## config.mk

```make
export PLATFORM = sky130hd
export DESIGN_NAME = tcha_mul
export DESIGN_NICKNAME = d
export VERILOG_FILES = /design/src/rtl/tcha_pkg.sv /design/src/rtl/tcha_mul.sv
export SDC_FILE = /design/constraint.sdc
export NUM_CORES = 2
export LEC_CHECK = 0
export BUFFER_PORTS_ARGS = -buffer_cell sky130_fd_sc_hd__clkbuf_2
export CORE_MARGIN = 2
export CORE_UTILIZATION = 60
export CTS_BUF_LIST = sky130_fd_sc_hd__clkbuf_16
export DETAILED_ROUTE_END_ITERATION = 8
export GPL_ROUTABILITY_DRIVEN = 0
export PLACE_DENSITY = 0.9
export SLEW_MARGIN = 10
export SYNTH_ARGS = -nofsm -noshare
export SYNTH_HDL_FRONTEND = slang
export SYNTH_SLANG_ARGS = --single-unit
```

## constraint.sdc

```tcl
create_clock -name clk_i -period 6.67 [get_ports clk_i]
set_clock_uncertainty 0.05 [all_clocks]
set_input_delay 0.3335 -clock clk_i [delete_from_list [all_inputs] [get_ports clk_i]]
set_output_delay 0.3335 -clock clk_i [all_outputs]
set_load 0.05 [all_outputs]
```

## src/rtl/tcha_pkg.sv

```systemverilog
// Shared types and constants of the triangle classifier and Heron area unit.
`timescale 1ns / 1ps
`default_nettype none

package tcha_pkg;

  localparam int unsigned PERIM_W = 17;
  localparam int unsigned AREA_W  = 29;

  typedef enum logic [1:0] {
    KIND_NONE    = 2'd0,
    KIND_EQUI    = 2'd1,
    KIND_ISO     = 2'd2,
    KIND_SCALENE = 2'd3
  } kind_e;

  typedef struct packed {
    logic                 buildable;
    kind_e                kind;
    logic [PERIM_W-1:0]   perimeter;
  } info_t;

  typedef struct packed {
    logic                 buildable;
    kind_e                kind;
    logic [PERIM_W-1:0]   perimeter;
    logic [AREA_W-1:0]    area;
  } result_t;

endpackage

`default_nettype wire

```

## src/rtl/tcha_mul.sv

```systemverilog
// Multiplier stages that form the Heron product of the perimeter and three factors.
`timescale 1ns / 1ps
`default_nettype none

module tcha_mul import tcha_pkg::*; #(
  parameter int unsigned SIDE_WIDTH = 15
) (
  input  wire logic                    clk_i,
  input  wire logic                    rst_ni,
  input  wire logic                    en_i,
  input  wire logic                    valid_i,
  input  wire info_t                   info_i,
  input  wire logic [SIDE_WIDTH+1:0]   per_i,
  input  wire logic [SIDE_WIDTH:0]     f1_i,
  input  wire logic [SIDE_WIDTH:0]     f2_i,
  input  wire logic [SIDE_WIDTH:0]     f3_i,
  output logic                         valid_o,
  output info_t                        info_o,
  output logic [4*SIDE_WIDTH+3:0]      prod_o
);

  localparam int unsigned W   = SIDE_WIDTH;
  localparam int unsigned XW  = 2 * W + 3;
  localparam int unsigned YW  = 2 * W + 2;
  localparam int unsigned H   = W + 1;
  localparam int unsigned HW  = YW - H;
  localparam int unsigned LW  = XW + H;
  localparam int unsigned UW  = XW + HW;
  localparam int unsigned PRW = 4 * W + 4;

  logic           vc_q, vd_q, ve_q;
  info_t          infoc_q, infod_q, infoe_q;
  logic [XW-1:0]  x_q;
  logic [YW-1:0]  y_q;
  logic [LW-1:0]  mlo_q;
  logic [UW-1:0]  mhi_q;
  logic [PRW-1:0] p_q;

  always_ff @(posedge clk_i or negedge rst_ni) begin
    if (!rst_ni) begin
      vc_q <= 1'b0;
      vd_q <= 1'b0;
      ve_q <= 1'b0;
    end else if (en_i) begin
      vc_q <= valid_i;
      vd_q <= vc_q;
      ve_q <= vd_q;
    end
  end

  always_ff @(posedge clk_i) begin
    if (en_i) begin
      infoc_q <= info_i;
      x_q     <= XW'(per_i) * XW'(f1_i);
      y_q     <= YW'(f2_i) * YW'(f3_i);
      infod_q <= infoc_q;
      mlo_q   <= LW'(x_q) * LW'(y_q[H-1:0]);
      mhi_q   <= UW'(x_q) * UW'(y_q[YW-1:H]);
      infoe_q <= infod_q;
      p_q     <= PRW'(mlo_q) + (PRW'(mhi_q) << H);
    end
  end

  assign valid_o = ve_q;
  assign info_o  = infoe_q;
  assign prod_o  = p_q;

endmodule

`default_nettype wire

```

==> metrics.md <==
| Metric | Value |
|---|---|
| Max H-tree Level | 1 |
| RSZ-0062 raised after global routing | true |
| Crit start category | flop |
| Clk root buf | clkbuf_16 |
| Worst-margin pin slew | roughly 1.2 ns |
| Distinct cells, synth | 79 |
| Total congestion overflow | 0 |
| Die area | about 100,000 µm² |
| Sequential area share after synthesis | 0.142 |
| Top Ports | 174 |
| R2r startpoint | x_q[8]$_DFFE_PP_ |
| Hold EP | mlo_q[24]$_DFFE_PP_ |
| Worst setup path class | reg -> reg |
| Max-cap violation count | 0 |
| DR iter-0 viols | about 5,000 |
| Reg2Reg Depth | 22 |
| Vias in the first global route | a little over 50,000 |
| Setup violators final | 0 |
| R2R Setup Slk | 0.007 ns |
| Top post-synthesis cells by area | fa_1 (42%), edfxtp_1 (14%), ha_1 (9.8%), inv_1 (8.7%), nand2_1 (6.5%) |
| Flip-flop and latch count after synthesis | 289 |
| Share of layout cells above drive strength 1 | 0.0893 |
| HPWL Detailed | ~130,000 µm |
| Maximum clock rate | ~150 MHz |
| I/O Buffers | between 150 and 200 |
| Vert. Die Dim | approximately 320 µm |
| Initial Util | 0.607 |
| CP Capture Type | flop |
| Type of the most critical hold path | in -> reg |
| CTS Sinks | 289 |
| First-pass GRT wire length | 258,000 µm |
| Core footprint | ~100,000 µm² |
| GRT Total Usage | 0.312 |
| First-pass DRT Iterations | 9 |
| CTS tree | yes |
| Worst R2R End | mlo_q[45]$_DFFE_PP_ |
| Critical path peak fanout | 11 |
| Largest net degree at the start of global routing | 181 |
| Relative slew slack | 0.187 |
| Synth top area share | 0.416 |
| Clock buffer count from CTS | 31 |
| Post-synth EDFFs | about 290 |
| WHS Path Cells | 1 |
| Post-DR wirelength/cell | approximately 21 µm |
| Drc violations | 2 |
| Gate Count Post-Synth | about 6,400 |
| Mapped Nets | 8,273 |
| Crit path time final | about 6.7 ns |
| Area Growth Syn to Fin | 9.90% |
| Top cells by count, synth | inv_1 (1,411), fa_1 (1,266), nand2_1 (1,063), and2_1 (636), ha_1 (480) |
| ANT nets after route | 0 |
| Cell Rows | 116 |
| Status | finished, violations left |
| Vias | 47,400 |
| Area leader, netlist | fa_1 |
| Nets | between 8,000 and 9,000 |
| Mean number of vias per cell | approximately 5.9 |
| Die W | 323 µm |
| Synth Warn # | 0 |
| Final WL | ~170,000 µm |
| Clock Path Buffers | 3 |
| Fin crit share | 0.999 |
| Synth async-reset ratio | 0.0104 |
| Hold_ws | between 0.04 and 0.05 ns |
| Main synth FF type | edfxtp_1 |
| WP data required | around 7 ns |
| Failing checks | design-rule violations |
| Initial antenna violation count | 0 |
| Final hold violations | 0 |
| Syn Std Cell Area | 61,000 µm² |
| Hold_sp | en_i |
| Syn_area_per_cell | approximately 9.5 µm² |
| Clk_lat worst skew | between 0.6 and 0.7 ns |
| Count leader, synth | inv_1 |
| Count of pins over their slew limit | 0 |
| Worst-path clk slew | ~0.060 ns |
| CP arrival | between 7 and 8 ns |
## repair_timing
item | in CTS | in global routing
endpoints found under the hold margin | 24 | 0
gates resized for setup | 8 | 103
hold buffers | 23 | 0
pin swaps | 3 | 49
endpoints found under the setup margin | 15 | 27
setup buffers | 9 | 30
cloned | 0 | 4
## registers in the layout, indices dropped and copies added (netlist names), 20 cells and up
name,count
infoc_q,20
mlo_q,49
prod_o,64
y_q,32
infod_q,20
mhi_q,48
x_q,33
info_o,20
## worst max-delay path by stage
stage / start / cells after the start / to / slack, ns
2_1_floorplan: f2_i[11] / 22 / y_q[29]$_DFFE_PP_ / 0.40
3_3_place_gp: y_q[4]$_DFFE_PP_ / 23 / mlo_q[48]$_DFFE_PP_ / -0.11
3_5_place_dp: x_q[5]$_DFFE_PP_ / 21 / mlo_q[48]$_DFFE_PP_ / -0.29
4_1_cts: x_q[27]$_DFFE_PP_ / 22 / mhi_q[47]$_DFFE_PP_ / -0.02
5_1_grt: x_q[8]$_DFFE_PP_ / 26 / mhi_q[37]$_DFFE_PP_ / -0.15
6_report: x_q[8]$_DFFE_PP_ / 22 / mlo_q[45]$_DFFE_PP_ / 0.007
## cells in the final DEF (no fill, tap or decap), types with 54 or more instances in the layout
cell and instances:
a21o_1 113, edfxtp_1 286, fa_1 1259, a21oi_1 145, buf_4 199, clkbuf_2 172
and2_1 634, inv_1 1415, buf_12 54, ha_1 459, nand2_1 1061, xnor2_1 126
xor2_1 63, nor2_1 100
## logic make-up after synthesis
kind of cell | after synthesis | share of synthesized area
mux | 6 | 0.00105
flops | 289 | 0.142
simple gates | 1977 | 0.155
xor+xnor | 190 | 0.0273
compound gates | 516 | 0.0552
buf+inv | 1714 | 0.106
fa+ha+maj | 1746 | 0.514
## through the flow
stage	setup TNS [ns]	instances	setup WS [ns]	instance area, µm²	utilization
finish	0	8024	0.00654	67000	0.667
global route	-1.91	8023	-0.149	67000	0.667
CTS	-0.0153	7989	-0.0153	66100	0.659
detailed placement	-1.81	7900	-0.287	64800	0.645
global placement	-0.222	7900	-0.110	64800	0.645
floorplan	0	6438	0.397	61000	-
## final cells by class
class / instances / area, µm²
timing repair buffer: 474 / 4020
clock buffer: 31 / 776
multi-input combinational: 4435 / 46400
fill: 6759 / 33400
clock inverter: 26 / 211
antenna: 1 / 2.50
tap: 1357 / 1700
inverter: 1411 / 5300
sequential: 289 / 8660
## per-layer routing
layer,global-route usage,part of all wire,vias up
met4,0.156,0.074,0
li1,-,-,19700
met5,0,0,-
met3,0.0855,0.13,1147
met1,0.374,0.34,23000
met2,0.518,0.46,3619
## critical path: stages (launching register included)
cell      delay [ns]
edfxtp_1        0.47
buf_12          0.18
buf_12          0.12
buf_6           0.14
and2_1          0.17
fa_1            0.59
fa_1            0.48
fa_1            0.54
fa_1            0.44
fa_1            0.50
inv_1           0.06
fa_1            0.51
inv_1           0.05
ha_2            0.41
nand2_1         0.12
nor2_1          0.15
o21ai_2         0.15
a2111o_1        0.45
o221ai_2        0.23
o221ai_2        0.17
o21ai_2         0.22
a221oi_2        0.10
xnor2_1         0.13
Power is left out: the tool's default activity adds up to more than one toggle a clock period on the data nets, which glitch-free logic cannot reach.
