===== src/rtl/tcha_pkg.sv =====
// Shared types and constants of the triangle classifier and Heron area unit.
`timescale 1ns / 1ps
`default_nettype none

package tcha_pkg;

  localparam int unsigned PERIM_W = 17;
  localparam int unsigned AREA_W  = 29;

  typedef enum logic [1:0] {
    KIND_NONE    = 2'd0,
    KIND_EQUI    = 2'd1,
    KIND_ISO     = 2'd2,
    KIND_SCALENE = 2'd3
  } kind_e;

  typedef struct packed {
    logic                 buildable;
    kind_e                kind;
    logic [PERIM_W-1:0]   perimeter;
  } info_t;

  typedef struct packed {
    logic                 buildable;
    kind_e                kind;
    logic [PERIM_W-1:0]   perimeter;
    logic [AREA_W-1:0]    area;
  } result_t;

endpackage

`default_nettype wire


===== src/rtl/tcha_sqrt.sv =====
// Pipelined integer square root that settles one root bit per stage.
`timescale 1ns / 1ps
`default_nettype none

module tcha_sqrt import tcha_pkg::*; #(
  parameter int unsigned SIDE_WIDTH = 15
) (
  input  wire logic                    clk_i,
  input  wire logic                    rst_ni,
  input  wire logic                    en_i,
  input  wire logic                    valid_i,
  input  wire info_t                   info_i,
  input  wire logic [4*SIDE_WIDTH+3:0] prod_i,
  output logic                         valid_o,
  output info_t                        info_o,
  output logic [2*SIDE_WIDTH+1:0]      root_o
);

  localparam int unsigned PRW   = 4 * SIDE_WIDTH + 4;
  localparam int unsigned N     = PRW / 2;
  localparam int unsigned RW    = N;
  localparam int unsigned REM_W = RW + 2;
  localparam int unsigned CW    = REM_W + 2;

  logic              v_q    [N];
  info_t             info_q [N];
  logic [PRW-1:0]    rad_q  [N];
  logic [REM_W-1:0]  rem_q  [N];
  logic [RW-1:0]     root_q [N];

  logic              v_in    [N];
  info_t             info_in [N];
  logic [PRW-1:0]    rad_in  [N];
  logic [REM_W-1:0]  rem_in  [N];
  logic [RW-1:0]     root_in [N];

  logic [CW-1:0]     cur     [N];
  logic [CW-1:0]     trial   [N];
  logic              take    [N];

  for (genvar i = 0; i < N; i++) begin : g_stage
    if (i == 0) begin : g_first
      assign v_in[i]    = valid_i;
      assign info_in[i] = info_i;
      assign rad_in[i]  = prod_i;
      assign rem_in[i]  = '0;
      assign root_in[i] = '0;
    end else begin : g_next
      assign v_in[i]    = v_q[i-1];
      assign info_in[i] = info_q[i-1];
      assign rad_in[i]  = rad_q[i-1];
      assign rem_in[i]  = rem_q[i-1];
      assign root_in[i] = root_q[i-1];
    end

    assign cur[i]   = {rem_in[i], rad_in[i][PRW-1:PRW-2]};
    assign trial[i] = CW'({root_in[i], 2'b01});
    assign take[i]  = (cur[i] >= trial[i]);

    always_ff @(posedge clk_i or negedge rst_ni) begin
      if (!rst_ni) begin
        v_q[i] <= 1'b0;
      end else if (en_i) begin
        v_q[i] <= v_in[i];
      end
    end

    always_ff @(posedge clk_i) begin
      if (en_i) begin
        info_q[i] <= info_in[i];
        rad_q[i]  <= rad_in[i] << 2;
        if (take[i]) begin
          rem_q[i]  <= REM_W'(cur[i] - trial[i]);
          root_q[i] <= {root_in[i][RW-2:0], 1'b1};
        end else begin
          rem_q[i]  <= REM_W'(cur[i]);
          root_q[i] <= {root_in[i][RW-2:0], 1'b0};
        end
      end
    end
  end

  assign valid_o = v_q[N-1];
  assign info_o  = info_q[N-1];
  assign root_o  = root_q[N-1];

endmodule

`default_nettype wire


===== config.mk =====
export PLATFORM = sky130hd
export DESIGN_NAME = tcha_sqrt
export DESIGN_NICKNAME = d
export VERILOG_FILES = /design/src/rtl/tcha_pkg.sv /design/src/rtl/tcha_sqrt.sv
export SDC_FILE = /design/constraint.sdc
export NUM_CORES = 2
export LEC_CHECK = 0
export ABC_AREA = 0
export BUFFER_PORTS_ARGS = -buffer_cell sky130_fd_sc_hd__buf_2
export CAP_MARGIN = 15
export CORE_ASPECT_RATIO = 0.5
export CORE_MARGIN = 10
export CORE_UTILIZATION = 38
export DETAILED_ROUTE_END_ITERATION = 10
export SYNTH_ARGS = -nofsm -noshare
export SYNTH_HDL_FRONTEND = slang
export SYNTH_MEMORY_MAX_BITS = 65536
export SYNTH_SLANG_ARGS = --single-unit

===== constraint.sdc =====
create_clock -name clk_i -period 4.1 [get_ports clk_i]
set_input_delay 0.205 -clock clk_i [delete_from_list [all_inputs] [get_ports clk_i]]
set_output_delay 0.205 -clock clk_i [all_outputs]
set_load 0.1 [all_outputs]

==> run metrics <==
data arrival at the endpoint of the critical path 4.48 ns; CTS resizes 0; share of cells above drive strength 1 0.0852; power density relative to cell area 556 nW/um2; antenna violations before repair 2; I/O pin count 141; unrepaired setup endpoints after global routing no; Layout area overhead 13.9%; I/O Buffers 140; drt first-iter violations 4594; count of endpoints failing hold in the final timing report 0; TritonCTS clock tree yes; average wire length per cell after detail routing 16.3 um; count of cell types in the netlist 89; path type of the worst min-delay path in -> reg; die outline area 389000 um2; average vias per placed instance 4.89; number of buffers between clock root and the deepest sink 4; Tightest Pin Transition 1.11 ns; sequential cell area fraction in the yosys report 0.695; flop and latch count out of synthesis 3195; count of final setup violators 0; H-tree levels 5; Final Skew 0.0501 ns; CTS root buf sky130_fd_sc_hd__clkbuf_16; static leakage 58.2 nW; Setup Buffers After CTS 0; post-CTS clock slew at the launch and capture registers of the worst setup and hold paths 0.06 ns; VDD IR max 0.000352 V; startpoint class of the critical path flop; Hold-fix buffers, CTS 171; length of the first detailed-routing pass in iterations 7; Nets 11100; top routing layer in use met4; Critical Setup Path Class reg -> reg; fraction of the cycle the final worst path needs 0.944; Post-Synthesis Net Count 10500; asr flop ratio synth 0.0100; Max FO, Critical Path 13; remaining number of nets flagged by the antenna check after routing 0; number of vias in the routed layout 75600; Most used DFF post-synth sky130_fd_sc_hd__edfxtp_1; Post-Syn Instances 9823; total global routing overflow 0; worst-skew pair later-pin latency 0.90 ns; Tot GR Track Use 0.125; max-slew violation count 0; Layout fillers 32400; worst slew slack as a fraction of its limit 0.258; # Max-Cap Violations 0; vias in the first global route 76300; minimum period implied by the final worst setup slack 3.87 ns; Vert. Die Dim 446 um; die outline width 872 um; initial core utilization 0.382; total number of clock tree sinks 3195; synthesized area divided by synthesized cell count 14.0 um2; global-route wire length before repair 400 mm; wire length on met3 9.31 mm; Syn Std Cell Area 138000 um2; worst hold margin 0.0876 ns; cts bufs inserted 303; maximum operating frequency 258 MHz; final wirelength 251 mm; total length of routed met2 wires 126 mm; Crit. End Element flop; post-detail-place hpwl 173 mm; Site Rows 156; critical path required time 4.71 ns; GP Congestion 0.895; number of design rule violations left after detail routing 0; Syn. warnings 0; core area 361000 um2; area occupied by multi-input gates 38700 um2; final-layout setup total negative slack 0 ns; number of flops mapped to enable cells by yosys 3162; pin count of the biggest net entering global routing 187; length of routed wiring on met1 104 mm; status finished, final reports clean; area occupied by registers 95800 um2
==> placed cells by master, fill, tap and decap left out, types with 135 or more instances in the layout <==
cell,n
sky130_fd_sc_hd__buf_4,146
sky130_fd_sc_hd__dlygate4sd3_1,170
sky130_fd_sc_hd__nor2_1,509
sky130_fd_sc_hd__o21ai_0,599
sky130_fd_sc_hd__clkbuf_16,310
sky130_fd_sc_hd__nand2b_1,135
sky130_fd_sc_hd__edfxtp_1,3162
sky130_fd_sc_hd__buf_2,139
sky130_fd_sc_hd__a21oi_1,483
sky130_fd_sc_hd__inv_1,688
sky130_fd_sc_hd__a21o_1,232
sky130_fd_sc_hd__nand2_1,705
sky130_fd_sc_hd__ha_1,563
sky130_fd_sc_hd__nor3_1,217
sky130_fd_sc_hd__xor2_1,439
sky130_fd_sc_hd__nand3_1,141
sky130_fd_sc_hd__xnor2_1,408
==> layer usage <==
| metal | vias to the layer above | track usage |
|---|---|---|
| met3 | 615 | 0.0217 |
| met2 | 1310 | 0.224 |
| met5 | - | 0 |
| met1 | 35900 | 0.144 |
| li1 | 37700 | - |
| met4 | 0 | 0.0584 |
==> report_power, final <==
group / internal [W] / leakage, nW / switching, W
clock: 0.0159 / 4.77 / 0.0122
combinational: 0.00682 / 22.4 / 0.00942
sequential: 0.0408 / 31.0 / 0.00211
==> final timing paths <==
kind	endpoint	start	cells past startpoint	slack, ns
max in group asynchronous	v_in[9]	rst_ni	4	3.58
min reg2reg	rad_q[0][842]	rad_q[0][778]	0	0.38
min in group asynchronous	v_in[29]	rst_ni	4	0.33
max reg2reg	rem_q[7][21]	rem_q[6][20]	9	0.23
max	rem_q[7][21]	rem_q[6][20]	9	0.23
min	info_q[0][14]	info_i[14]	2	0.09
==> cells in the mapped netlist (12+ instances only) <==
cell type	n	share of area
sky130_fd_sc_hd__o2111ai_1	12	0.00076
sky130_fd_sc_hd__and4_1	12	0.00076
sky130_fd_sc_hd__edfxtp_1	3162	0.69
sky130_fd_sc_hd__nand3_1	141	0.0051
sky130_fd_sc_hd__a211oi_1	40	0.0022
sky130_fd_sc_hd__o22ai_1	15	0.00068
sky130_fd_sc_hd__mux2_2	78	0.0064
sky130_fd_sc_hd__xor2_1	439	0.028
sky130_fd_sc_hd__ha_1	563	0.051
sky130_fd_sc_hd__o21a_1	93	0.0051
sky130_fd_sc_hd__a21oi_1	483	0.018
sky130_fd_sc_hd__nand4b_1	12	0.00076
sky130_fd_sc_hd__a311oi_1	13	0.00083
sky130_fd_sc_hd__nand4_1	90	0.0041
sky130_fd_sc_hd__o21ai_0	599	0.022
sky130_fd_sc_hd__and3_1	50	0.0023
sky130_fd_sc_hd__nand3b_1	23	0.0013
sky130_fd_sc_hd__o31a_1	21	0.0013
sky130_fd_sc_hd__or4b_2	13	0.00094
sky130_fd_sc_hd__nor2_1	509	0.014
sky130_fd_sc_hd__a21o_1	232	0.013
sky130_fd_sc_hd__a211o_1	16	0.0010
sky130_fd_sc_hd__xnor2_1	408	0.026
sky130_fd_sc_hd__mux2i_1	17	0.0012
sky130_fd_sc_hd__or4_1	63	0.0034
sky130_fd_sc_hd__nand2b_1	135	0.0061
sky130_fd_sc_hd__nor3b_1	18	0.00098
sky130_fd_sc_hd__a31oi_1	51	0.0023
sky130_fd_sc_hd__and2_1	40	0.0018
sky130_fd_sc_hd__inv_1	688	0.019
sky130_fd_sc_hd__a21boi_0	15	0.00082
sky130_fd_sc_hd__clkbuf_1	191	0.0052
sky130_fd_sc_hd__nor4b_1	23	0.0015
sky130_fd_sc_hd__nor4_1	104	0.0047
sky130_fd_sc_hd__o211ai_1	34	0.0019
sky130_fd_sc_hd__dfrtp_1	32	0.0058
sky130_fd_sc_hd__o21bai_1	56	0.0031
sky130_fd_sc_hd__nor3_1	219	0.0080
sky130_fd_sc_hd__nor2b_1	72	0.0033
sky130_fd_sc_hd__or2_2	37	0.0017
sky130_fd_sc_hd__nand2_1	705	0.019
sky130_fd_sc_hd__or3_1	100	0.0045
sky130_fd_sc_hd__o31ai_1	40	0.0022
==> worst max-delay path: stages (launching register included) <==
cell and delay [ns]:
sky130_fd_sc_hd__edfxtp_1 0.42, sky130_fd_sc_hd__or4_4 0.59, sky130_fd_sc_hd__nor4b_2 0.25, sky130_fd_sc_hd__or4b_1 0.50, sky130_fd_sc_hd__or3_1 0.35, sky130_fd_sc_hd__or3_4 0.43
sky130_fd_sc_hd__or4b_4 0.56, sky130_fd_sc_hd__nand3_2 0.24, sky130_fd_sc_hd__nor3_1 0.10, sky130_fd_sc_hd__xor2_1 0.15
==> state kept, by name, summed over array words and instances, names as in the netlist <==
name and flops:
info_q 640, root_q 528, rad_q 992, v_in 31, valid_o 1, rem_q 1003
==> cells by family (layout without fill, tap and decap cells) <==
logic type	after synthesis	in the layout	share of synthesized area
flops	3195	3195	0.695
simple gates	2389	2389	0.0859
compound gates	1837	1837	0.0819
buf+inv	897	1717	0.0245
xor+xnor	847	847	0.0538
fa+ha+maj	563	563	0.0511
mux	95	95	0.00761
other cells	0	2	0
==> area by class of cell <==
cell class	instances	area share
Tap cell	4819	0.0384
Clock buffer	374	0.0511
Sequential cell	3195	0.610
Multi-Input combinational cell	5731	0.247
Antenna cell	2	0.0000319
Timing Repair Buffer	481	0.0256
Clock inverter	171	0.0112
Inverter	691	0.0165
==> per-stage QoR <==
| step | utilization | setup WS (ns) | power [W] | std cells | instance area (um2) |
|---|---|---|---|---|---|
| finish | 0.435 | 0.228 | 0.0872 | 15500 | 157000 |
| global placement | 0.403 | 0.189 | 0.0595 | 14700 | 145000 |
| CTS | 0.434 | 0.220 | 0.0885 | 15500 | 157000 |
| floorplan | - | 0.453 | 0.0547 | 9823 | 138000 |
| global route | 0.434 | 0.0651 | 0.0921 | 15500 | 157000 |
| detailed placement | 0.403 | 0.243 | 0.0598 | 14700 | 145000 |
Power figures use the tool's default switching activity.
