[src/rtl/tcha_pkg.sv]
// Shared types and constants of the triangle classifier and Heron area unit.
`timescale 1ns / 1ps
`default_nettype none

package tcha_pkg;

  localparam int unsigned PERIM_W = 17;
  localparam int unsigned AREA_W  = 29;

  typedef enum logic [1:0] {
    KIND_NONE    = 2'd0,
    KIND_EQUI    = 2'd1,
    KIND_ISO     = 2'd2,
    KIND_SCALENE = 2'd3
  } kind_e;

  typedef struct packed {
    logic                 buildable;
    kind_e                kind;
    logic [PERIM_W-1:0]   perimeter;
  } info_t;

  typedef struct packed {
    logic                 buildable;
    kind_e                kind;
    logic [PERIM_W-1:0]   perimeter;
    logic [AREA_W-1:0]    area;
  } result_t;

endpackage

`default_nettype wire

[src/rtl/tcha_front.sv]
// Front stages: side sums, triangle inequality, classification and Heron factors.
`timescale 1ns / 1ps
`default_nettype none

module tcha_front import tcha_pkg::*; #(
  parameter int unsigned SIDE_WIDTH = 15
) (
  input  wire logic                  clk_i,
  input  wire logic                  rst_ni,
  input  wire logic                  en_i,
  input  wire logic                  valid_i,
  input  wire logic [SIDE_WIDTH-1:0] side_a_i,
  input  wire logic [SIDE_WIDTH-1:0] side_b_i,
  input  wire logic [SIDE_WIDTH-1:0] side_c_i,
  output logic                       valid_o,
  output info_t                      info_o,
  output logic [SIDE_WIDTH+1:0]      per_o,
  output logic [SIDE_WIDTH:0]        f1_o,
  output logic [SIDE_WIDTH:0]        f2_o,
  output logic [SIDE_WIDTH:0]        f3_o
);

  localparam int unsigned W  = SIDE_WIDTH;
  localparam int unsigned SW = W + 1;
  localparam int unsigned PW = W + 2;

  logic          va_q;
  logic [W-1:0]  a_q, b_q, c_q;
  logic [SW-1:0] sbc_q, sac_q, sab_q;

  logic          vb_q;
  info_t         info_q, info_d;
  logic [PW-1:0] per_q, per_d;
  logic [SW-1:0] f1_q, f1_d, f2_q, f2_d, f3_q, f3_d;

  logic ok, eq_ab, eq_ac, eq_bc;

  always_ff @(posedge clk_i or negedge rst_ni) begin
    if (!rst_ni) begin
      va_q <= 1'b0;
      vb_q <= 1'b0;
    end else if (en_i) begin
      va_q <= valid_i;
      vb_q <= va_q;
    end
  end

  always_ff @(posedge clk_i) begin
    if (en_i) begin
      a_q   <= side_a_i;
      b_q   <= side_b_i;
      c_q   <= side_c_i;
      sbc_q <= SW'(side_b_i) + SW'(side_c_i);
      sac_q <= SW'(side_a_i) + SW'(side_c_i);
      sab_q <= SW'(side_a_i) + SW'(side_b_i);
      info_q <= info_d;
      per_q  <= per_d;
      f1_q   <= f1_d;
      f2_q   <= f2_d;
      f3_q   <= f3_d;
    end
  end

  always_comb begin
    ok    = (SW'(a_q) < sbc_q) && (SW'(b_q) < sac_q) && (SW'(c_q) < sab_q);
    eq_ab = (a_q == b_q);
    eq_ac = (a_q == c_q);
    eq_bc = (b_q == c_q);
    info_d = '0;
    per_d  = '0;
    f1_d   = '0;
    f2_d   = '0;
    f3_d   = '0;
    if (ok) begin
      per_d = PW'(a_q) + PW'(sbc_q);
      f1_d  = sbc_q - SW'(a_q);
      f2_d  = sac_q - SW'(b_q);
      f3_d  = sab_q - SW'(c_q);
      info_d.buildable = 1'b1;
      info_d.perimeter = PERIM_W'(per_d);
      if (eq_ab && eq_ac) begin
        info_d.kind = KIND_EQUI;
      end else if (eq_ab || eq_ac || eq_bc) begin
        info_d.kind = KIND_ISO;
      end else begin
        info_d.kind = KIND_SCALENE;
      end
    end
  end

  assign valid_o = vb_q;
  assign info_o  = info_q;
  assign per_o   = per_q;
  assign f1_o    = f1_q;
  assign f2_o    = f2_q;
  assign f3_o    = f3_q;

endmodule

`default_nettype wire

[config.mk]
export PLATFORM = sky130hd
export DESIGN_NAME = tcha_front
export DESIGN_NICKNAME = d
export VERILOG_FILES = /design/src/rtl/tcha_pkg.sv /design/src/rtl/tcha_front.sv
export SDC_FILE = /design/constraint.sdc
export NUM_CORES = 1
export LEC_CHECK = 0
export ABC_AREA = 1
export BUFFER_PORTS_ARGS = -buffer_cell sky130_fd_sc_hd__buf_4
export CAP_MARGIN = 40
export CELL_PAD_IN_SITES_DETAIL_PLACEMENT = 2
export CELL_PAD_IN_SITES_GLOBAL_PLACEMENT = 2
export CORE_MARGIN = 5
export CORE_UTILIZATION = 32
export CTS_CLUSTER_DIAMETER = 50
export CTS_CLUSTER_SIZE = 30
export DETAILED_ROUTE_END_ITERATION = 16
export PLACE_DENSITY = 0.89
export SLEW_MARGIN = 20
export SYNTH_ARGS = -nofsm -noshare
export SYNTH_HDL_FRONTEND = slang
export SYNTH_SLANG_ARGS = --single-unit
[constraint.sdc]
create_clock -name clk_i -period 2.1 [get_ports clk_i]
set_input_delay 0.42 -clock clk_i [delete_from_list [all_inputs] [get_ports clk_i]]
set_output_delay 0.42 -clock clk_i [all_outputs]
set_load 0.02 [all_outputs]
==> out/metrics.cfg, run 1 <==
[status]
status = finished, violations left
violations = negative setup slack

[sta]
fin_hold_ws_ps = 152
rsz0062_at_grt = yes
setup_viol_count_final = 70
finalHoldViolations = 0
period_share = 1.28
final_max_slew_viol_count = 0
fmax_mhz = 371
period_needed_ps = 2690
relSlewSlack = 0.154
fin_tns_setup_ps = -34260
tightest_slew_ps = 1250
fin_ws_ps = -593
clock-skew-final_ps = 32.5

[route]
first_iter_violations = 1156
drcViolationCount = 0
wl_mm = 76.0
num_vias = 13800
postRouteAntennaNets = 0
vias_per_cell = 5.59
first_pass_iters = 5
wl_per_cell_um = 30.7

[global_route]
grt_overflow_total = 0
antenna_found_initial = 6
grt_pass1_wl_mm = 99.7
grt_pass1_vias = 15100
grt_max_degree = 40
grt_usage = 0.320

[cts]
clk_latency_ps = 490
htree_num_levels = 4
clk_pin_slew_ps = 100
cts_buffers = 17
clock-sinks = 162
clock_path_buffers = 2
clockRootBuffer = clkbuf_16
cts_tree = done

[power_and_ir_drop]
p_per_area_nw_per_um2 = 997
p_int_mw = 9.60
combPwrFrac = 0.499
swShare = 0.438
switching_power_mw = 7.48
ir_worst_vdd_v = 0.000586
p_clk_frac = 0.233
p_seq_frac = 0.267
leakage_nw = 8.73

[min_path]
worstHoldEndpoint = c_q[3]
whs_path_depth = 1
hp-class = in -> reg
worstHoldStart = side_c_i[3]

[logic_synthesis]
synthCells = 1576
syn_area_sq_um = 12200
yosys_warnings = 0
synth.distinct_cells = 31
synth_fp_nets = 1737
ys_seq_elements = 162
syn_avg_cell_area_sq_um = 7.76
ys_seq_area_frac = 0.397

[floorplan]
rows = 71
boundaryPins = 135
start_util = 0.325
die_area_sq_um = 42200
die_h_um = 205
core_sq_um = 37700
die_w_um = 205

[finish]
nNetsFinal = 2111
area_delta_synth_final_pct = 40.1
final_common_cell = nand2_1
drive_gt1_frac = 0.291
num-fill-cells = 4268
layoutNonFillerInstCount = 2476
stdcell_area_sq_um = 17100
multi_input_area_sq_um = 6730
layout_common_cells = nand2_1, buf_4, inv_1
ff_latch_area_sq_um = 4850

[critical_path]
max_stage_delay_ps = 480
endpoint_kind = register
rr_worst_depth = 13
path_class = reg -> reg
worst-path-max-fanout = 6
cp.arrival_ps = 3010
timing.rr.end = f2_o[0]
cp-start-kind = register
ff2ff_setup_slack_ps = -590
slowest_stage = edfxtp_1
cp_cell_sequence = inv_1 -> ha_4 -> nand2_2 -> nor2_2 -> inv_1 -> nor2_1 -> nand2_1 -> nand2_2 -> nand4_4 -> buf_12 -> buf_12 -> buf_16 -> nor2_4
required_ps = 2420
rr_startpoint = a_q[11]

[job]
maxCapViolations = 0

[placed_design]
dpl_worst_slack_ps = -548
place_congestion = 0.870
placed_area_sq_um = 15300
dp.cells = 2403
io_buffers = 134
dpl.hpwl_mm = 46.2

-- metrics by stage --
stage,power [mW],utilization
after floorplan,7.97,-
after global placement,10.3,0.407
after detailed placement,11.0,0.407
after CTS,15.7,0.442
after global routing,17.5,0.455
final,17.1,0.455
-- final cells by class --
cell class,instances,share of cell area
Tap cell,511,0.0373
Multi-Input combinational cell,1103,0.393
Timing Repair Buffer,390,0.186
Antenna cell,2,0.000292
Clock inverter,15,0.0148
Clock buffer,17,0.0248
Inverter,276,0.0605
Sequential cell,162,0.283
-- worst max path at each step --
stage / start / end / slack, ps / depth (start not counted)
after floorplan: side_a_i[0] / sac_q[14] / 5 / 11
after global placement: side_a_i[0] / sac_q[14] / -330 / 12
after detailed placement: c_q[11] / f3_o[1] / -550 / 9
after CTS: b_q[0] / f1_o[2] / -350 / 13
after global routing: b_q[11] / f2_o[0] / -580 / 14
final: a_q[11] / f2_o[0] / -590 / 13
-- cells in the mapped netlist --
master    number  area (sq um)
inv_1        274          1030
xnor2_1       19           166
buf_4         20           150
or2_2          3          18.8
and2_1         4          25.0
nor3_1        10          50.1
a31oi_1        8          50.1
nand2_2        5          31.3
buf_2          8          40.0
nor4_1         1          6.26
nand3b_1       3          22.5
nand3_1       60           300
buf_6          6          67.6
nand4_4        1          21.3
o21ai_2        3          26.3
o21bai_1      12          90.1
nand4_1       22           138
a21o_1         6          45.0
a21oi_1       81           405
edfxtp_1     160          4800
fa_1           7           140
dfrtp_1        2          50.1
inv_2          2          7.51
nand2_1      503          1890
clkbuf_2       1          5.00
xor2_1        56           490
nor2_2        30           188
ha_1         105          1310
nor2_1       136           510
o311ai_0       2          17.5
o21ai_0       26           130
-- power groups by stage --
stage	Clock (mW)	Combinational, mW	Sequential [mW]
floorplan	0	3.24	4.73
global route	4.08	8.87	4.58
detailed placement	0	6.44	4.55
finish	3.98	8.53	4.57
global placement	0	5.86	4.46
CTS	3.84	7.41	4.49
-- repair_timing --
action / in CTS / in global routing
setup endpoints to repair: 67 / 73
gates cloned: 6 / 1
endpoints found under the hold margin: 2 / 0
hold buffers: 1 / 0
pin swaps: 12 / 17
setup buffers: 13 / 19
resized for setup: 102 / 67
-- flip-flops by register name (all words and copies together) (netlist names), 16 cells and up --
signal and cells:
f2_o 16, sac_q 16, f1_o 16, f3_o 16, sab_q 16, per_o 16
sbc_q 16
-- metal layers --
layer	wire [um]	global-route usage
met5	34	0
met4	7430	0.220
met3	4630	0.0662
met2	36900	0.567
met1	27000	0.342
-- worst max-delay path, delay by kind of cell, from the launching register on --
kind                     cells  cell delay (ps)
flip-flops                   1              480
adder cells (fa/ha/maj)      1              330
AND/OR/NAND/NOR              7              900
buffers and inverters        5              800
-- logic make-up (layout without fill, tap and decap cells) --
family / Yosys count / in the layout / synth area share
buf+inv: 311 / 698 / 0.106
fa+ha+maj: 112 / 112 / 0.119
xor+xnor: 75 / 75 / 0.0537
other cells: 0 / 2 / 0
flops: 162 / 162 / 0.397
compound gates: 138 / 138 / 0.0625
simple gates: 778 / 778 / 0.262
Power figures use the tool's default switching activity.
==> inputs of run 2 (changes only) <==
ABC_AREA = 0   (was 1)
CORE_MARGIN = 2   (was 5)
PLACE_DENSITY = 0.8   (was 0.89)
clock period = 3.4 ns   (was 2.1 ns; I/O delays follow)
==> out/metrics.cfg, run 2 <==
[status]
status = complete, no violations

[logic_synthesis]
syn_area_sq_um = 10900
synthTopCellsByArea = edfxtp_1, ha_1, xor2_1
ys_seq_elements = 162
synth_fp_nets = 1207
netlist.area_leader.share = 0.440
yosys_warnings = 0
ys.flop_type = edfxtp_1
synth-edff-count = 160
ys_seq_area_frac = 0.444
synthCells = 1046
netlist_top_cells_count = edfxtp_1, nor2_1, ha_1
synth.distinct_cells = 63
yosysMostFrequentCell = edfxtp_1
yosysTopAreaCell = edfxtp_1
async_flop_share = 0.0123
syn_avg_cell_area_sq_um = 10.4

[power_and_ir_drop]
p_clk_frac = 0.267
p_int_mw = 4.99
leakage_nw = 5.52
p_seq_frac = 0.357
swShare = 0.365
p_per_area_nw_per_um2 = 597
combPwrFrac = 0.376
ir_worst_vdd_v = 0.000372
switching_power_mw = 2.87
design_power_total_mw = 7.85

[critical_path]
max_stage_delay_ps = 520
cp_cell_sequence = ha_1 -> fa_1 -> nor2b_2 -> o2111ai_1 -> nand3_1 -> nand2_1 -> o21a_1 -> or3_2 -> buf_12 -> a211oi_1
cp-start-kind = register
worst-path-max-fanout = 55
endpoint_kind = register
required_ps = 3660
cp_top_family = simple AND/OR/NAND/NOR gates
ff2ff_setup_slack_ps = 190
path_class = reg -> reg
slowest_stage = or3_2
cp.arrival_ps = 3480
path_buf_inv = 1

[global_route]
grt_pass1_wl_mm = 57.3
grt_overflow_total = 0
grt_pass1_vias = 9601
grt_max_degree = 72
grt_usage = 0.213
antenna_found_initial = 0

[finish]
layout_common_cells = edfxtp_1, buf_4, nor2_1
area_delta_synth_final_pct = 20.4
nNetsFinal = 1350
final_common_cell = edfxtp_1
stdcell_area_sq_um = 13200
antenna_cells = 0
drive_gt1_frac = 0.173

[route]
first_pass_iters = 4
wl_mm = 37.4
first_iter_violations = 463
drcViolationCount = 0
num_vias = 8694
postRouteAntennaNets = 0
vias_per_cell = 5.27
wl_per_cell_um = 22.7

[sta]
fin_tns_setup_ps = 0
clock-skew-final_ps = 15.7
setup_viol_count_final = 0
tightest_slew_ps = 597
final_max_slew_viol_count = 0
rsz0062_at_grt = no
period_share = 0.945
relSlewSlack = 0.597
fin_ws_ps = 189
period_needed_ps = 3210
fin_hold_ws_ps = 440
finalHoldViolations = 0
fmax_mhz = 311

[floorplan]
start_util = 0.326
die_h_um = 189
core_sq_um = 33500
rows = 67
die_area_sq_um = 35600
boundaryPins = 135
die_w_um = 189

[cts]
clock-sinks = 162
clockRootBuffer = clkbuf_16
cts_tree = done
cts_buffers = 17
htree_num_levels = 4
clk_pin_slew_ps = 70
clk_latency_ps = 440
clock_path_buffers = 2

[placed_design]
dpl.hpwl_mm = 30.2
io_buffers = 134
dpl_worst_slack_ps = 24.2
placed_area_sq_um = 12500
place_congestion = 0.855

[job]
maxCapViolations = 0

[min_path]
hp-class = in -> reg

==> run 2: final cells by class <==
class	count	area (sq um)
fill	3605	20400
multi-input combinational	764	5560
sequential	162	4850
timing repair buffer	162	1260
tap	448	561
clock buffer	18	429
inverter	82	308
clock inverter	14	188
==> run 2: metal layers <==
layer | up-vias | GRT usage | routed length [um]
li1 | 4073 | - | -
met1 | 4369 | 0.263 | 16200
met2 | 207 | 0.380 | 18600
met3 | 45 | 0.0354 | 1650
met4 | 0 | 0.0637 | 915
met5 | - | 0 | 0
==> run 2: repair_timing <==
| item | in CTS | in global routing |
|---|---|---|
| setup endpoints to repair | 1 | 46 |
| buffers inserted | 0 | 2 |
| endpoints found under the hold margin | 2 | 0 |
| hold buffers | 1 | 0 |
| resized for setup | 1 | 4 |
==> run 2: worst paths after layout <==
path | cells past startpoint | startpoint | end
setup / recovery | 10 | c_q[0] | f2_o[4]
hold / removal | 1 | side_a_i[3] | a_q[3]
setup reg to reg | 10 | c_q[0] | f2_o[4]
hold reg to reg | 1 | va_q | va_q
max in group asynchronous | 2 | rst_ni | valid_o
min in group asynchronous | 2 | rst_ni | va_q
==> run 2: stage by stage <==
stage / std cells / utilization
final: 1650 / 0.392
after global routing: 1650 / 0.392
after CTS: 1648 / 0.391
after detailed placement: 1615 / 0.373
after global placement: 1615 / 0.373
after floorplan: 1046 / -
==> run 2: kinds of logic (layout without fill, tap and decap cells) <==
| family | count (synthesis) | count (layout) | synth area share |
|---|---|---|---|
| buffers and inverters | 120 | 276 | 0.0489 |
| and+or+nand+nor | 285 | 285 | 0.128 |
| adders and majority gates | 112 | 112 | 0.133 |
| muxes | 3 | 3 | 0.00298 |
| AOI/OAI and AO/OA | 252 | 252 | 0.153 |
| xor gates and xnor gates | 112 | 112 | 0.0898 |
| DFF | 162 | 162 | 0.444 |
==> run 2: power groups by stage <==
| stage | registers (mW) | logic (mW) | clock network, mW |
|---|---|---|---|
| floorplan | 2.96 | 1.67 | 0 |
| global placement | 2.81 | 2.77 | 0 |
| detailed placement | 2.85 | 2.92 | 0 |
| CTS | 2.81 | 2.96 | 2.13 |
| global route | 2.83 | 3.23 | 2.20 |
| finish | 2.80 | 2.95 | 2.10 |
==> inputs of run 3 (changes only) <==
REMOVE_ABC_BUFFERS = 1   (was not set)
==> out/metrics.cfg, run 3 (synthesized netlist as in run 2, its figures left out) <==
[status]
status = complete, no violations

[floorplan]
die_area_sq_um = 35600
boundaryPins = 135
die_w_um = 189
die_h_um = 189
core_sq_um = 33500
rows = 67
start_util = 0.326

[finish]
layout_common_cells = buf_4, edfxtp_1, nor2_1
area_delta_synth_final_pct = 20.8
fin_util = 0.394
nNetsFinal = 1356
layoutNonFillerInstCount = 1655
stdcell_area_sq_um = 13200
drive_gt1_frac = 0.171
final_common_cell = buf_4
antenna_cells = 0

[sta]
clock-skew-final_ps = 10.1
final_max_slew_viol_count = 0
fmax_mhz = 307
fin_ws_ps = 144
fin_tns_setup_ps = 0
period_share = 0.958
finalHoldViolations = 0
relSlewSlack = 0.594
fin_hold_ws_ps = 441
setup_viol_count_final = 0
tightest_slew_ps = 601
period_needed_ps = 3260
rsz0062_at_grt = no

[job]
maxCapViolations = 0

[critical_path]
endpoint_kind = register
required_ps = 3650
max_stage_delay_ps = 470
cp-start-kind = register
cp_cell_sequence = ha_1 -> fa_1 -> nor2b_2 -> o31a_1 -> o22ai_1 -> o21ai_0 -> nand3_1 -> or3_4 -> buf_12 -> a211oi_1
path_buf_inv = 1
slowest_stage = or3_4
cp.arrival_ps = 3500
worst-path-max-fanout = 20
path_class = reg -> reg
cp_top_family = compound AO/OA/AOI/OAI gates

[placed_design]
dp.cells = 1623
io_buffers = 134
dpl.hpwl_mm = 29.0
dpl_worst_slack_ps = -40.0
place_congestion = 0.894
placed_area_sq_um = 12600

[route]
first_iter_violations = 463
postRouteAntennaNets = 0
drcViolationCount = 0
wl_per_cell_um = 22.1
vias_per_cell = 5.24
first_pass_iters = 6
num_vias = 8664
wl_mm = 36.6

[cts]
clock-sinks = 162
clockRootBuffer = clkbuf_16
cts_tree = done
clk_pin_slew_ps = 70
cts_buffers = 17
htree_num_levels = 4
clk_latency_ps = 440
clock_path_buffers = 2

[global_route]
grt_pass1_wl_mm = 56.4
grt_overflow_total = 0
grt_util_met2 = 0.366
use_met3 = 0.0261
grt_max_degree = 67
grt_pass1_vias = 9631
grt_busiest_layer = met2
antenna_found_initial = 0
grt_usage = 0.208
grt_use_met1 = 0.264

[power_and_ir_drop]
p_per_area_nw_per_um2 = 597
leakage_nw = 5.56
ir_worst_vdd_v = 0.000363
design_power_total_mw = 7.88

[min_path]
hp-class = in -> reg

-- run 3: routing by layer --
metal	up-vias	wire length, um
met5	-	0
met4	0	913
met3	42	1200
met2	199	18100
met1	4338	16300
li1	4085	-
-- run 3: worst reg2reg max path, cell delays in order (launching register included) --
cell and delay, ps:
edfxtp_1 440, ha_1 280, fa_1 440, nor2b_2 200, o31a_1 220, o22ai_1 140
o21ai_0 260, nand3_1 170, or3_4 470, buf_12 190, a211oi_1 260
-- run 3: what timing repair did --
action	CTS	global route
buffers inserted	0	0
setup endpoints to repair	11	11
hold buffers	1	0
endpoints found under the hold margin	2	0
resized for setup	1	2
-- run 3: path summary, 6_finish.rpt --
path                             startpoint      end  slack [ps]  depth (start not counted)
worst max-delay path                 b_q[0]  f2_o[4]         140                         10
worst min-delay path            side_a_i[7]   a_q[7]         440                          1
worst max register to register       b_q[0]  f2_o[4]         140                         10
worst min register to register         va_q  valid_o         520                          1
max in group asynchronous            rst_ni  valid_o        2750                          2
min in group asynchronous            rst_ni     va_q         570                          2
-- run 3: report_power, final --
part | switching (mW) | total (mW) | internal (mW)
clock | 0.838 | 2.13 | 1.29
sequential | 0.188 | 2.79 | 2.60
combinational | 1.78 | 2.96 | 1.18
-- run 3: area by class of cell --
type	instances	area [sq um]
flip-flops and latches	162	4850
repair buffers	168	1310
multi-input cells	764	5550
clock inverters	12	188
fillers	3617	20300
well taps	448	561
clock buffers	19	433
inverters	82	308
